==> config.mk <==
export PLATFORM = sky130hd
export DESIGN_NAME = diagonal_associative_memory_unit
export DESIGN_NICKNAME = d
export VERILOG_FILES = /design/src/rtl/dam_pkg.sv /design/src/rtl/diagonal_associative_memory_unit.sv /design/src/rtl/dam_cell.sv /design/src/rtl/dam_ctrl.sv
export SDC_FILE = /design/constraint.sdc
export NUM_CORES = 1
export LEC_CHECK = 0
export BUFFER_PORTS_ARGS = -buffer_cell sky130_fd_sc_hd__buf_2
export CAP_MARGIN = 25
export CORE_MARGIN = 5
export CORE_UTILIZATION = 40
export DETAILED_ROUTE_END_ITERATION = 6
export PLACE_DENSITY = 0.57
export SYNTH_ARGS = -nofsm -noshare
export SYNTH_HDL_FRONTEND = slang
export SYNTH_SLANG_ARGS = --single-unit
==> constraint.sdc <==
create_clock -name i_clk -period 8.3 [get_ports i_clk]
set_input_delay 0.415 -clock i_clk [delete_from_list [all_inputs] [get_ports i_clk]]
set_output_delay 0.415 -clock i_clk [all_outputs]
set_load 0.02 [all_outputs]
==> src/rtl/dam_pkg.sv <==
package dam_pkg;

    localparam int DAM_WORDS = 16;
    localparam int DAM_WIDTH = 16;

    typedef enum logic [2:0] {
        OP_RD_WORD  = 3'd0,
        OP_WR_WORD  = 3'd1,
        OP_RD_SLICE = 3'd2,
        OP_WR_SLICE = 3'd3,
        OP_LOGIC    = 3'd4,
        OP_KEY      = 3'd5,
        OP_MATCH    = 3'd6,
        OP_ADD      = 3'd7
    } t_op;

    typedef enum logic [1:0] {
        FN_ZERO   = 2'd0,
        FN_COPY   = 2'd1,
        FN_INVERT = 2'd2,
        FN_ONES   = 2'd3
    } t_func;

    typedef logic [DAM_WIDTH-1:0] t_word;

    typedef struct packed {
        t_op        operation;
        t_func      func;
        logic [3:0] index;
        logic [3:0] src_index;
        t_word      data;
        logic [2:0] key;
    } t_cmd;

    typedef struct packed {
        t_word      result_data;
        logic [3:0] result_index;
        logic       found;
    } t_result;

    function automatic logic [4:0] f_popcount(input t_word w);
        logic [4:0] c;
        c = '0;
        for (int b = 0; b < DAM_WIDTH; b++) begin
            c = c + 5'(w[b]);
        end
        return c;
    endfunction

    function automatic t_word f_logic(input t_func fn, input t_word s);
        t_word v;
        case (fn)
            FN_ZERO:   v = '0;
            FN_COPY:   v = s;
            FN_INVERT: v = ~s;
            FN_ONES:   v = '1;
            default:   v = '0;
        endcase
        return v;
    endfunction

    function automatic t_word f_field_add(input t_word d);
        logic [4:0] sum;
        sum = {1'b0, d[12:9]} + {1'b0, d[8:5]};
        return {d[15:5], sum};
    endfunction

endpackage

==> src/rtl/diagonal_associative_memory_unit.sv <==
// A command is taken at a clock edge where i_start is high and o_busy is low. The sixteen
// words sit in a ring of cells that rotates one word per cycle while a command runs, past a
// single compare and update stage, so every command takes one full turn of the ring, or two
// for a logic function, which reads the source word on the first turn and writes the target
// on the second. The result beat is on o_result for exactly one cycle with o_valid high,
// in the cycle after the last turn ends; o_busy is already low in that cycle, so the next
// command may start then. The receiver cannot hold a result off and must take it when
// o_valid is high.
module diagonal_associative_memory_unit
    import dam_pkg::*;
#(
    parameter int WORDS = DAM_WORDS
) (
    input  logic    i_clk,
    input  logic    i_rst_n,
    input  logic    i_start,
    input  t_cmd    i_cmd,
    output logic    o_busy,
    output logic    o_valid,
    output t_result o_result
);

    t_word w_cell [WORDS];
    t_word w_tail;
    logic  w_shift;

    for (genvar g = 0; g < WORDS; g++) begin : g_cell
        t_word w_in;
        if (g == WORDS - 1) begin : g_last
            assign w_in = w_tail;
        end else begin : g_mid
            assign w_in = w_cell[g+1];
        end
        dam_cell u_cell (
            .i_clk   (i_clk),
            .i_rst_n (i_rst_n),
            .i_shift (w_shift),
            .i_word  (w_in),
            .o_word  (w_cell[g])
        );
    end

    dam_ctrl #(
        .WORDS (WORDS)
    ) u_ctrl (
        .i_clk    (i_clk),
        .i_rst_n  (i_rst_n),
        .i_start  (i_start),
        .i_cmd    (i_cmd),
        .i_head   (w_cell[0]),
        .o_tail   (w_tail),
        .o_shift  (w_shift),
        .o_busy   (o_busy),
        .o_valid  (o_valid),
        .o_result (o_result)
    );

endmodule

==> src/rtl/dam_cell.sv <==
module dam_cell
    import dam_pkg::*;
(
    input  logic  i_clk,
    input  logic  i_rst_n,
    input  logic  i_shift,
    input  t_word i_word,
    output t_word o_word
);

    t_word r_word;

    always_ff @(posedge i_clk) begin
        if (!i_rst_n) begin
            r_word <= '0;
        end else if (i_shift) begin
            r_word <= i_word;
        end
    end

    assign o_word = r_word;

endmodule

==> src/rtl/dam_ctrl.sv <==
module dam_ctrl
    import dam_pkg::*;
#(
    parameter int WORDS = DAM_WORDS
) (
    input  logic    i_clk,
    input  logic    i_rst_n,
    input  logic    i_start,
    input  t_cmd    i_cmd,
    input  t_word   i_head,
    output t_word   o_tail,
    output logic    o_shift,
    output logic    o_busy,
    output logic    o_valid,
    output t_result o_result
);

    localparam int CW = $clog2(WORDS);

    typedef enum logic [1:0] {
        S_IDLE = 2'b01,
        S_SCAN = 2'b10
    } t_state;

    t_state     r_state, n_state;
    logic [CW-1:0] r_cnt, n_cnt;
    logic       r_pass, n_pass;
    t_cmd       r_cmd, n_cmd;
    t_word      r_src, n_src;
    t_word      r_acc, n_acc;
    logic       r_hit, n_hit;
    logic [3:0] r_hit_idx, n_hit_idx;
    t_word      r_hit_word, n_hit_word;
    logic [4:0] r_best_cnt, n_best_cnt;
    logic [3:0] r_best_idx, n_best_idx;
    t_word      r_best_word, n_best_word;
    logic       r_valid, n_valid;
    t_result    r_result, n_result;

    logic       w_last;
    logic       w_at_idx;
    t_word      w_logic;
    t_word      w_add;
    logic [4:0] w_same;
    logic [3:0] w_pos;
    logic [3:0] w_bit;

    always_comb begin
        w_last   = (r_cnt == CW'(WORDS - 1));
        w_at_idx = (r_cnt == CW'(r_cmd.index));
        w_logic  = f_logic(r_cmd.func, r_src);
        w_add    = f_field_add(r_cmd.data);
        w_same   = 5'(DAM_WIDTH) - f_popcount(i_head ^ r_cmd.data);
        w_pos    = ~4'(r_cnt);
        w_bit    = ~r_cmd.index;

        n_state     = r_state;
        n_cnt       = r_cnt;
        n_pass      = r_pass;
        n_cmd       = r_cmd;
        n_src       = r_src;
        n_acc       = r_acc;
        n_hit       = r_hit;
        n_hit_idx   = r_hit_idx;
        n_hit_word  = r_hit_word;
        n_best_cnt  = r_best_cnt;
        n_best_idx  = r_best_idx;
        n_best_word = r_best_word;
        n_valid     = 1'b0;
        o_tail      = i_head;

        case (r_state)
            S_IDLE: begin
                if (i_start) begin
                    n_cmd      = i_cmd;
                    n_state    = S_SCAN;
                    n_cnt      = '0;
                    n_pass     = 1'b0;
                    n_acc      = '0;
                    n_hit      = 1'b0;
                    n_hit_idx  = '0;
                    n_hit_word = '0;
                end
            end
            S_SCAN: begin
                n_cnt = r_cnt + CW'(1);
                case (r_cmd.operation)
                    OP_RD_WORD: begin
                        if (w_at_idx) begin
                            n_acc = i_head;
                        end
                    end
                    OP_WR_WORD: begin
                        if (w_at_idx) begin
                            o_tail = r_cmd.data;
                        end
                    end
                    OP_RD_SLICE: begin
                        n_acc[w_pos] = i_head[w_bit];
                    end
                    OP_WR_SLICE: begin
                        o_tail[w_bit] = r_cmd.data[w_pos];
                    end
                    OP_LOGIC: begin
                        if (!r_pass) begin
                            if (r_cnt == CW'(r_cmd.src_index)) begin
                                n_src = i_head;
                            end
                        end else if (w_at_idx) begin
                            o_tail = w_logic;
                        end
                    end
                    OP_KEY: begin
                        if (!r_hit && i_head[15:13] == r_cmd.key) begin
                            n_hit      = 1'b1;
                            n_hit_idx  = 4'(r_cnt);
                            n_hit_word = i_head;
                        end
                    end
                    OP_MATCH: begin
                        if (!r_hit && i_head == r_cmd.data) begin
                            n_hit      = 1'b1;
                            n_hit_idx  = 4'(r_cnt);
                            n_hit_word = i_head;
                        end
                        if (r_cnt == '0 || w_same > r_best_cnt) begin
                            n_best_cnt  = w_same;
                            n_best_idx  = 4'(r_cnt);
                            n_best_word = i_head;
                        end
                    end
                    OP_ADD: begin
                        if (!r_hit && i_head == r_cmd.data) begin
                            n_hit     = 1'b1;
                            n_hit_idx = 4'(r_cnt);
                            o_tail    = w_add;
                        end
                    end
                    default: begin
                    end
                endcase
                if (w_last) begin
                    if (r_cmd.operation == OP_LOGIC && !r_pass) begin
                        n_pass = 1'b1;
                    end else begin
                        n_state = S_IDLE;
                        n_valid = 1'b1;
                    end
                end
            end
            default: begin
                n_state = S_IDLE;
            end
        endcase

        n_result = '0;
        case (r_cmd.operation)
            OP_RD_WORD, OP_RD_SLICE: begin
                n_result.result_data = n_acc;
            end
            OP_WR_WORD, OP_WR_SLICE: begin
                n_result.result_data = r_cmd.data;
            end
            OP_LOGIC: begin
                n_result.result_data = w_logic;
            end
            OP_KEY: begin
                if (n_hit) begin
                    n_result.result_data  = n_hit_word;
                    n_result.result_index = n_hit_idx;
                    n_result.found        = 1'b1;
                end
            end
            OP_MATCH: begin
                if (n_hit) begin
                    n_result.result_data  = n_hit_word;
                    n_result.result_index = n_hit_idx;
                    n_result.found        = 1'b1;
                end else begin
                    n_result.result_data  = n_best_word;
                    n_result.result_index = n_best_idx;
                end
            end
            OP_ADD: begin
                n_result.result_data = w_add;
                if (n_hit) begin
                    n_result.result_index = n_hit_idx;
                    n_result.found        = 1'b1;
                end
            end
            default: begin
            end
        endcase
    end

    always_ff @(posedge i_clk) begin
        if (!i_rst_n) begin
            r_state <= S_IDLE;
            r_cnt   <= '0;
            r_pass  <= 1'b0;
            r_valid <= 1'b0;
        end else begin
            r_state <= n_state;
            r_cnt   <= n_cnt;
            r_pass  <= n_pass;
            r_valid <= n_valid;
        end
    end

    always_ff @(posedge i_clk) begin
        r_cmd       <= n_cmd;
        r_src       <= n_src;
        r_acc       <= n_acc;
        r_hit       <= n_hit;
        r_hit_idx   <= n_hit_idx;
        r_hit_word  <= n_hit_word;
        r_best_cnt  <= n_best_cnt;
        r_best_idx  <= n_best_idx;
        r_best_word <= n_best_word;
        if (n_valid) begin
            r_result <= n_result;
        end
    end

    assign o_shift  = (r_state == S_SCAN);
    assign o_busy   = (r_state != S_IDLE);
    assign o_valid  = r_valid;
    assign o_result = r_result;

    a_valid_idle: assert property (@(posedge i_clk) disable iff (!i_rst_n)
        r_valid |-> r_state == S_IDLE)
        else $error("result beat while a scan is running");

    a_start_busy: assert property (@(posedge i_clk) disable iff (!i_rst_n)
        (i_start && !o_busy) |=> o_busy)
        else $error("accepted command did not start a scan");

    a_idle_cnt: assert property (@(posedge i_clk) disable iff (!i_rst_n)
        r_state == S_IDLE |-> r_cnt == '0)
        else $error("scan counter not back at the first word");

    a_miss_index: assert property (@(posedge i_clk) disable iff (!i_rst_n)
        (r_valid && !r_result.found && r_cmd.operation != OP_MATCH)
            |-> r_result.result_index == '0)
        else $error("miss reports a nonzero word number");

    a_key_miss: assert property (@(posedge i_clk) disable iff (!i_rst_n)
        (r_valid && r_cmd.operation == OP_KEY && !r_result.found)
            |-> r_result.result_data == '0)
        else $error("key miss reports nonzero data");

endmodule
== After elaboration in Yosys (flattened, before gate mapping) ==
Index checks and enable logic that the tools add are counted.

* Register bits: 395
* Output and inout bits: 23
* Input port bits: 35
* Memories kept: 0
* ROM bits: 0
* Latch bits: 0
* Word-level logic and storage cells: 168
* Memory bits (writable): 0

* Equal/unequal tests: 22
* Reductions and logical operators: 21
* Order comparisons: 5
* Multipliers: 0
* Muxes and demuxes: 60
* Shifts and indexed selects: 0
* Div/mod/pow operators: 0
* Add/subtract/negate cells: 18
* Bitwise logic cells: 5

{| class="wikitable"
|+ Operator list
! operator !! number
|-
| 16-bit two-way mux || 12
|-
| 16-bit case mux with 2 select lines || 4
|-
| 16-bit case mux with 4 select lines || 2
|-
| 16-bit case mux with 6 select lines || 1
|-
| 5-bit by 1-bit adder with 5-bit output || 14
|-
| 16-bit bitwise mux || 2
|-
| 4-bit two-way mux || 7
|-
| 4-bit case mux with 2 select lines || 3
|-
| 21-bit two-way mux || 1
|-
| 20-bit two-way mux || 1
|-
| 16-bit equality test || 1
|-
| 16-bit inverter || 1
|-
| 16-bit bitwise XOR || 1
|-
| 5-bit case mux with 3 select lines || 1
|-
| 1-bit two-way mux || 14
|-
| 3-bit equality test (second input constant) || 4
|-
| 4-bit by 5-bit less-than comparator with 1-bit output (second input constant) || 2
|-
| 1-bit binary-select mux with 4-bit select || 2
|-
| 1-bit demux with 4-bit select || 2
|-
| 4-bit equality test || 2
|-
| 4-bit by 1-bit >= comparator with 1-bit output (second input constant) || 2
|-
| 4-bit inverter || 2
|-
| 4-bit AND reduction || 2
|-
| 2-bit equality test (second input constant) || 3
|-
| 27 further kinds || 45
|}

== Depth between registers and ports, before layout ==
Gate-level depths: netlist of run 1.

* Depth after elaboration: 24
* Depth in mapped cells: 24
* Mapped depth without buffers: 22

== Hierarchy ==
From an unflattened synthesis of run 1, not the netlist that was laid out.

* Cell total of the unflattened synthesis: 1747
* Area, all modules: 18504.0 um^2

{| class="wikitable"
|+ Modules (own cells, without submodules)
! module !! instances !! cells an instance !! seq. area each (um^2) !! area an instance (um^2)
|-
| dam_cell || 16 || 51 || 320.3 || 615.6
|-
| dam_ctrl || 1 || 931 || 3523.4 || 8654.6
|}

== Worst setup path before layout of run 1 ==
Ideal clock, no wire load.

* Kind: reg-to-reg
* Start point: register g_cell[0].u_cell.r_word[5]
* End point: register u_ctrl.r_result, in the netlist u_ctrl.o_result[5] (data pin)
* Buffers on the path: 2
* Clock period less this slack: 6064 ps
* Stages on the path, launching flop included: 23
* Data arrival time: 5797 ps
* Slack: 2236 ps
* Data required time: 8033 ps
* Setup time: 267 ps
* Path through: dfxtp_1 clkbuf_1 xnor2_1 fa_1 inv_1 ha_1 fa_1 fa_1 fa_1 inv_1 fa_1 ha_1 fa_1 xor2_1 ha_1 and4_1 a21o_1 o21ai_2 clkinv_1 buf_4 and2_1 a22oi_1 a32oi_1

{| class="wikitable"
|+ RTL lines
! item !! RTL line !! source
|-
| start, declared || dam_cell.sv:11 || <nowiki>t_word r_word;</nowiki>
|-
| start signal, assigned || dam_cell.sv:17 || <nowiki>r_word <= i_word;</nowiki>
|-
| end signal, assigned || dam_ctrl.sv:221 || <nowiki>r_result <= n_result;</nowiki>
|-
| end, declared || dam_ctrl.sv:38 || <nowiki>t_result r_result, n_result;</nowiki>
|}

==> results of run 1 <==
## layer usage
layer	vias up	wire length, um
li1	6477	-
met1	6581	22090
met2	457	24150
met3	139	3212
met4	0	2451
met5	-	0
## through the flow
stage / setup WS, ns / instance area [sq um] / hold WS (ns) / power (mW)
floorplan: 2.236 / 18540 / 0.4029 / 2.476
CTS: 1.438 / 21060 / 0.0003934 / 4.776
detailed placement: 1.442 / 19270 / 0.4337 / 2.683
finish: 1.426 / 21060 / 0.02572 / 4.715
global route: 1.034 / 21060 / 0.008160 / 4.918
global placement: 1.617 / 19270 / 0.4305 / 2.670
## cell families after synthesis
| group | count (synthesis) | share of synthesized area, % |
|---|---|---|
| compound gates | 332 | 12.05 |
| xor+xnor | 31 | 1.545 |
| fa+ha+maj | 44 | 3.415 |
| buf+inv | 181 | 4.069 |
| flops | 395 | 46.65 |
| mux | 287 | 16.26 |
| simple gates | 527 | 16.01 |
## report_power, final
group / switching (mW) / internal, mW / total (mW)
Combinational: 0.380 / 0.248 / 0.628
Clock: 0.809 / 1.25 / 2.06
Sequential: 0.0351 / 1.99 / 2.03
Total: 1.22 / 3.49 / 4.72
## state kept, by name, indices dropped and copies added, names as in the netlist
name                  cells
g_cell.u_cell.o_word    256
u_ctrl.r_cmd             32
u_ctrl.o_result          21
u_ctrl.r_acc             16
u_ctrl.r_best_word       16
u_ctrl.r_hit_word        16
u_ctrl.r_src             16
u_ctrl.r_best_cnt         5
u_ctrl.r_best_idx         4
u_ctrl.r_cnt              4
u_ctrl.r_hit_idx          4
u_ctrl.r_state            2
u_ctrl.o_valid            1
u_ctrl.r_hit              1
u_ctrl.r_pass             1
## repair_timing
item,CTS,global route
buffers inserted,0,0
hold endpoints to repair,24,0
hold buffers,24,0
## final timing paths
check / slack [ns] / endpoint / start
setup reg to reg: 1.43 / u_ctrl.o_result[5] / g_cell[0].u_cell.o_word[9]
setup / recovery: 1.43 / u_ctrl.o_result[5] / g_cell[0].u_cell.o_word[9]
hold / removal: 0.03 / u_ctrl.r_cmd[10] / i_cmd[10]
hold reg to reg: 0.44 / u_ctrl.r_best_word[2] / u_ctrl.r_best_word[2]
## cell type report
class | count | area (sq um)
Sequential cell | 395 | 8648
Clock buffer | 60 | 1252
Tap cell | 600 | 750.7
Inverter | 42 | 157.7
Multi-Input combinational cell | 1221 | 9194
Clock inverter | 21 | 297.8
Fill cell | 4225 | 24510
Timing Repair Buffer | 110 | 762.0
## cells in the final DEF (no fill, tap or decap), types with 11 or more instances in the layout
cell and n:
inv_1 40, a31oi_1 22, a211oi_1 17, dfxtp_1 321
nor2_1 41, a22o_1 27, buf_2 56, nand3_1 54
mux2_2 14, edfxtp_1 74, a21o_1 12, a32oi_1 13
clkbuf_16 45, xor2_1 16, ha_1 32, xnor2_1 13
a221oi_1 14, buf_4 28, o21ai_0 89, nand2_1 86
mux2i_1 263, nor3_1 35, o2bb2a_1 11, dlygate4sd3_1 24
fa_1 11, a21oi_1 61, nor2b_1 252
## critical path, delay by kind of cell (launching register included)
family | cells | cell delay, ns
adder cells (fa/ha/maj) | 9 | 3.40
buffers and inverters | 4 | 0.88
XOR/XNOR | 2 | 0.53
AO/OA/AOI/OAI | 4 | 0.61
AND/OR/NAND/NOR | 2 | 0.63
flip-flops | 1 | 0.54
==> flow_summary.ini, run 1 <==
[outcome]
status = completed

[synthesis]
yosys.cell_types.count = 74
yosys.area.top_type = dfxtp_1
async_reset_ff_share_pct = 0
ys.flop_type = dfxtp_1
syn-instance-count = 1797
yosysMostFrequentCell = dfxtp_1
avgSynthCellArea_sq_um = 10.32
synth_area_sq_mm = 0.01854
ys_ff_latch = 395
yosysSeqAreaShare_pct = 46.65
synth_edf_count = 74
synth.top_cell.area_share_pct = 34.66
ys_top_cells_by_count = dfxtp_1 (321), mux2i_1 (263), nor2b_1 (253), o21ai_0 (89), clkbuf_1 (87)
yosys-top-cells-area = dfxtp_1 (35%), mux2i_1 (14%), edfxtp_1 (12%)
synth_fp_nets = 1876
yosysWarningCount = 0

[timing]
max_slew_margin_pct = 21.06
skew_ns = 0.02872
rsz0062_at_grt = no
worstMarginPinSlew_ns = 1.184
max_freq_ghz = 0.1455
post-route-period-util_pct = 82.82
slew_viol_final = 0
hold_violations = 0
min_period_ns = 6.874
setup_viol = 0
fin_setup_tns_ns = 0

[floorplanning]
die_h_um = 225.3
core_area_sq_mm = 0.04558
initial_core_util_pct = 40.68
rows = 78
chipWidth_um = 225.3
fp.dieArea_sq_mm = 0.05076
io_pins = 58

[setup_path]
max_stage_delay_ns = 0.62
start_kind = flop
crit_required_ns = 8.61
critical-path-slowest-cell = clkinv_1
arrival_ns = 7.18
worstRegToRegCells = 21
end_kind = flop
path_common_cell = fa_1
cp_cell_sequence = xor2_1, inv_1, fa_1, inv_1, ha_1, fa_1, fa_1, fa_1, inv_1, fa_1, ha_1, fa_1, xor2_1, ha_1, and4_1, a21o_1, o21ai_2, clkinv_1, and2_1, a22oi_1, a32oi_1
worst-path-max-fanout = 21
path_class = reg -> reg

[routing]
drt_pass1_iterations = 6
via_per_inst = 5.575
drt-wirelength-per-cell_um = 21.19
drtIter0Drc = 1134
wirelength_um = 51910
ant_nets = 0
route.detailed.drc = 0
num_vias = 13654

[cts]
numCtsBuffers = 44
clock_latency_ns = 0.58
clk_pin_slew_ns = 0.06
clock_path_buffers = 3
cts-resized-gates = 0
root_buffer = clkbuf_16
cts_tree = done
cts.sinks = 395
h-tree-depth = 2

[placement]
place_inst = 2344
gp_congestion = 0.9332
dp_hpwl_um = 32860
port_buffers = 57

[hold_path]
holdPathStages = 1
hold_path.class = in -> reg

[power]
power_leakage_nw = 7.034
vdd_drop_max_uv = 193.5
power_density_mw_per_mm2 = 223.9

[global_routing]
grt_use_met2_pct = 32.66
grt-ovfl-total = 0
grt_pass1_vias = 13559
grtUsageMet1_pct = 26.08
antenna_found_initial = 0
grt_max_degree = 156
grt_pass1_wl_um = 80460
gr-usage-met3_pct = 3.647
gr-max-usage-layer = met2
grtUsageTotal_pct = 20.09

[layout]
final_cells = 2449
drive_above_1_share_pct = 10.92
area_growth_pct = 13.61
fin_nets = 1893
fin_util_pct = 46.21
n_antenna_cell = 0

[flow_run]
drv_cap = 0
Note: power is estimated with default switching activity, not from simulation.
==> run 2: changes to the inputs <==
- PLACE_DENSITY: 0.57 -> 0.59
- clock period: 8.3 -> 5.83 ns (I/O delays scaled with it)
==> run 2 against run 1 <==
Effect of this change: the flow now finishes with violations (setup timing); sequential power up 41%; hold slack improved by 0.072 ns; sequential cell count is the same; clock skew down 0.0035 ns; register-to-register slack worse by 1.4 ns; via count rose by 0.92%; global-route usage decreased by 0.49 points; critical path depth stayed put; power is 40% higher; combinational power up 56%; first-iteration DRC count grew 11%.
==> flow_summary.ini, run 2 (synthesis gave the netlist of run 1 again) <==
[global_routing]
grt_max_degree = 149
grt_pass1_vias = 13477
grtUsageTotal_pct = 19.60
antenna_found_initial = 1
grt-ovfl-total = 0
grt_pass1_wl_um = 78890

[setup_path]
rr_endpoint = u_ctrl.o_result[6]
path_class = reg -> reg
crit_path_end = u_ctrl.o_result[6]
worstRegToRegCells = 21
startpoint = u_ctrl.r_cmd[9]
r2r_start = u_ctrl.r_cmd[9]
end_kind = flop
arrival_ns = 6.24
start_kind = flop
reg2reg_slack_ns = -0.01
worst-path-max-fanout = 7
crit_required_ns = 6.23

[timing]
min_period_ns = 5.844
rsz0062_at_grt = yes
setup_viol = 1
max_slew_margin_pct = 25.07
post-route-period-util_pct = 100.2
hold_violations = 0
skew_ns = 0.02522
worstMarginPinSlew_ns = 1.124
hold_slack_ns = 0.09812
max_freq_ghz = 0.1711
layout_setup_ws_ns = -0.01377
slew_viol_final = 0

[routing]
wl_met1_um = 21820
wirelength_um = 51410
num_vias = 13780
drtIter0Drc = 1259
drt_pass1_iterations = 5
drt-wirelength-per-cell_um = 20.61
route.detailed.drc = 0
ant_nets = 0
route.met3.wl_um = 2817
via_per_inst = 5.523
highest_layer = met4
wl_met2_um = 24070

[power]
power_leakage_nw = 7.253
p_total_mw = 6.590
power_density_mw_per_mm2 = 306.6
vdd_drop_max_uv = 219.6

[floorplanning]
io_pins = 58
fp.dieArea_sq_mm = 0.05076
initial_core_util_pct = 40.68
chipWidth_um = 225.3
rows = 78
die_h_um = 225.3
core_area_sq_mm = 0.04558

[flow_run]
drv_cap = 0

[layout]
largest_reg_flops = 256
design_area_sq_mm = 0.02150
drive_above_1_share_pct = 13.94
final_cell_mix = dfxtp_1 (321), mux2i_1 (263), nor2b_1 (252)
area_growth_pct = 15.94
fin_util_pct = 47.16
fin_nets = 1941
mostFrequentLayoutCell = dfxtp_1

[cts]
h-tree-depth = 2
clock_latency_ns = 0.57
clock_path_buffers = 3
root_buffer = clkbuf_16
clk_pin_slew_ns = 0.06
cts.sinks = 395
cts_tree = done
numCtsBuffers = 44

[outcome]
violations = setup timing
status = finished with violations

[placement]
dp_hpwl_um = 33190
place_ws_ns = -0.2177
place_area_sq_mm = 0.01950
gp_congestion = 0.9138
port_buffers = 57

[hold_path]
hold_path.class = in -> reg
[run 2: timing repair]
action / in CTS / in global routing
resized for setup: 21 / 20
pin swaps: 15 / 16
setup buffers: 7 / 4
setup endpoints to repair: 20 / 20
hold buffers: 32 / 0
hold endpoints to repair: 32 / 0
[run 2: cell type report]
| cell class | instances | area [sq um] |
|---|---|---|
| sequential | 395 | 8648 |
| tap | 600 | 750.7 |
| antenna | 1 | 2.502 |
| inverter | 42 | 158.9 |
| fill | 4235 | 24080 |
| multi-input combinational | 1221 | 9353 |
| clock inverter | 16 | 170.2 |
| timing repair buffer | 158 | 1161 |
| clock buffer | 62 | 1251 |
[run 2: worst max-delay path, stage by stage (launching register included)]
cell and delay (ns):
edfxtp_1 0.44, xnor2_2 0.18, fa_1 0.56, ha_2 0.18, inv_2 0.04, fa_1 0.54
fa_2 0.45, fa_2 0.34, inv_2 0.06, fa_1 0.41, ha_2 0.20, fa_2 0.35
xor2_2 0.16, ha_1 0.30, and4_4 0.17, a21o_1 0.18, o21ai_4 0.27, buf_8 0.19
buf_6 0.12, nand3_2 0.07, o21a_1 0.21, a32oi_1 0.22
[run 2: through the flow]
step	setup TNS (ns)	std cells
2_1_floorplan	0	1797
3_3_place_gp	-0.6066	2372
3_5_place_dp	-2.199	2373
4_1_cts	0	2490
5_1_grt	-2.832	2495
6_report	-0.01377	2495
[run 2: per-layer routing]
| metal | vias to the layer above | GRT usage (%) |
|---|---|---|
| li1 | 6565 | - |
| met1 | 6595 | 25.59 |
| met2 | 477 | 31.90 |
| met3 | 143 | 2.722 |
| met4 | 0 | 9.879 |
| met5 | - | 0 |
[run 2: worst min path at each step]
stage                     cells after the start                    end  slack [ns]                   from
after floorplan                               0        u_ctrl.r_cmd[0]        0.39               i_cmd[0]
after global placement                        2   u_ctrl.r_hit_word[3]        0.43   u_ctrl.r_hit_word[3]
after detailed placement                      2  u_ctrl.r_hit_word[15]        0.43  u_ctrl.r_hit_word[15]
after CTS                                     3      u_ctrl.r_state[1]        0.06                i_start
after global routing                          3      u_ctrl.r_state[1]        0.08                i_start
final                                         3      u_ctrl.r_state[1]         0.1                i_start
[run 2: power by group]
part / internal (mW) / switching (mW) / total (mW) / leakage [nW]
Sequential: 2.84 / 0.0364 / 2.87 / 3.28
Clock: 1.63 / 1.11 / 2.74 / 0.697
Combinational: 0.404 / 0.577 / 0.981 / 3.28
Total: 4.87 / 1.72 / 6.59 / 7.25
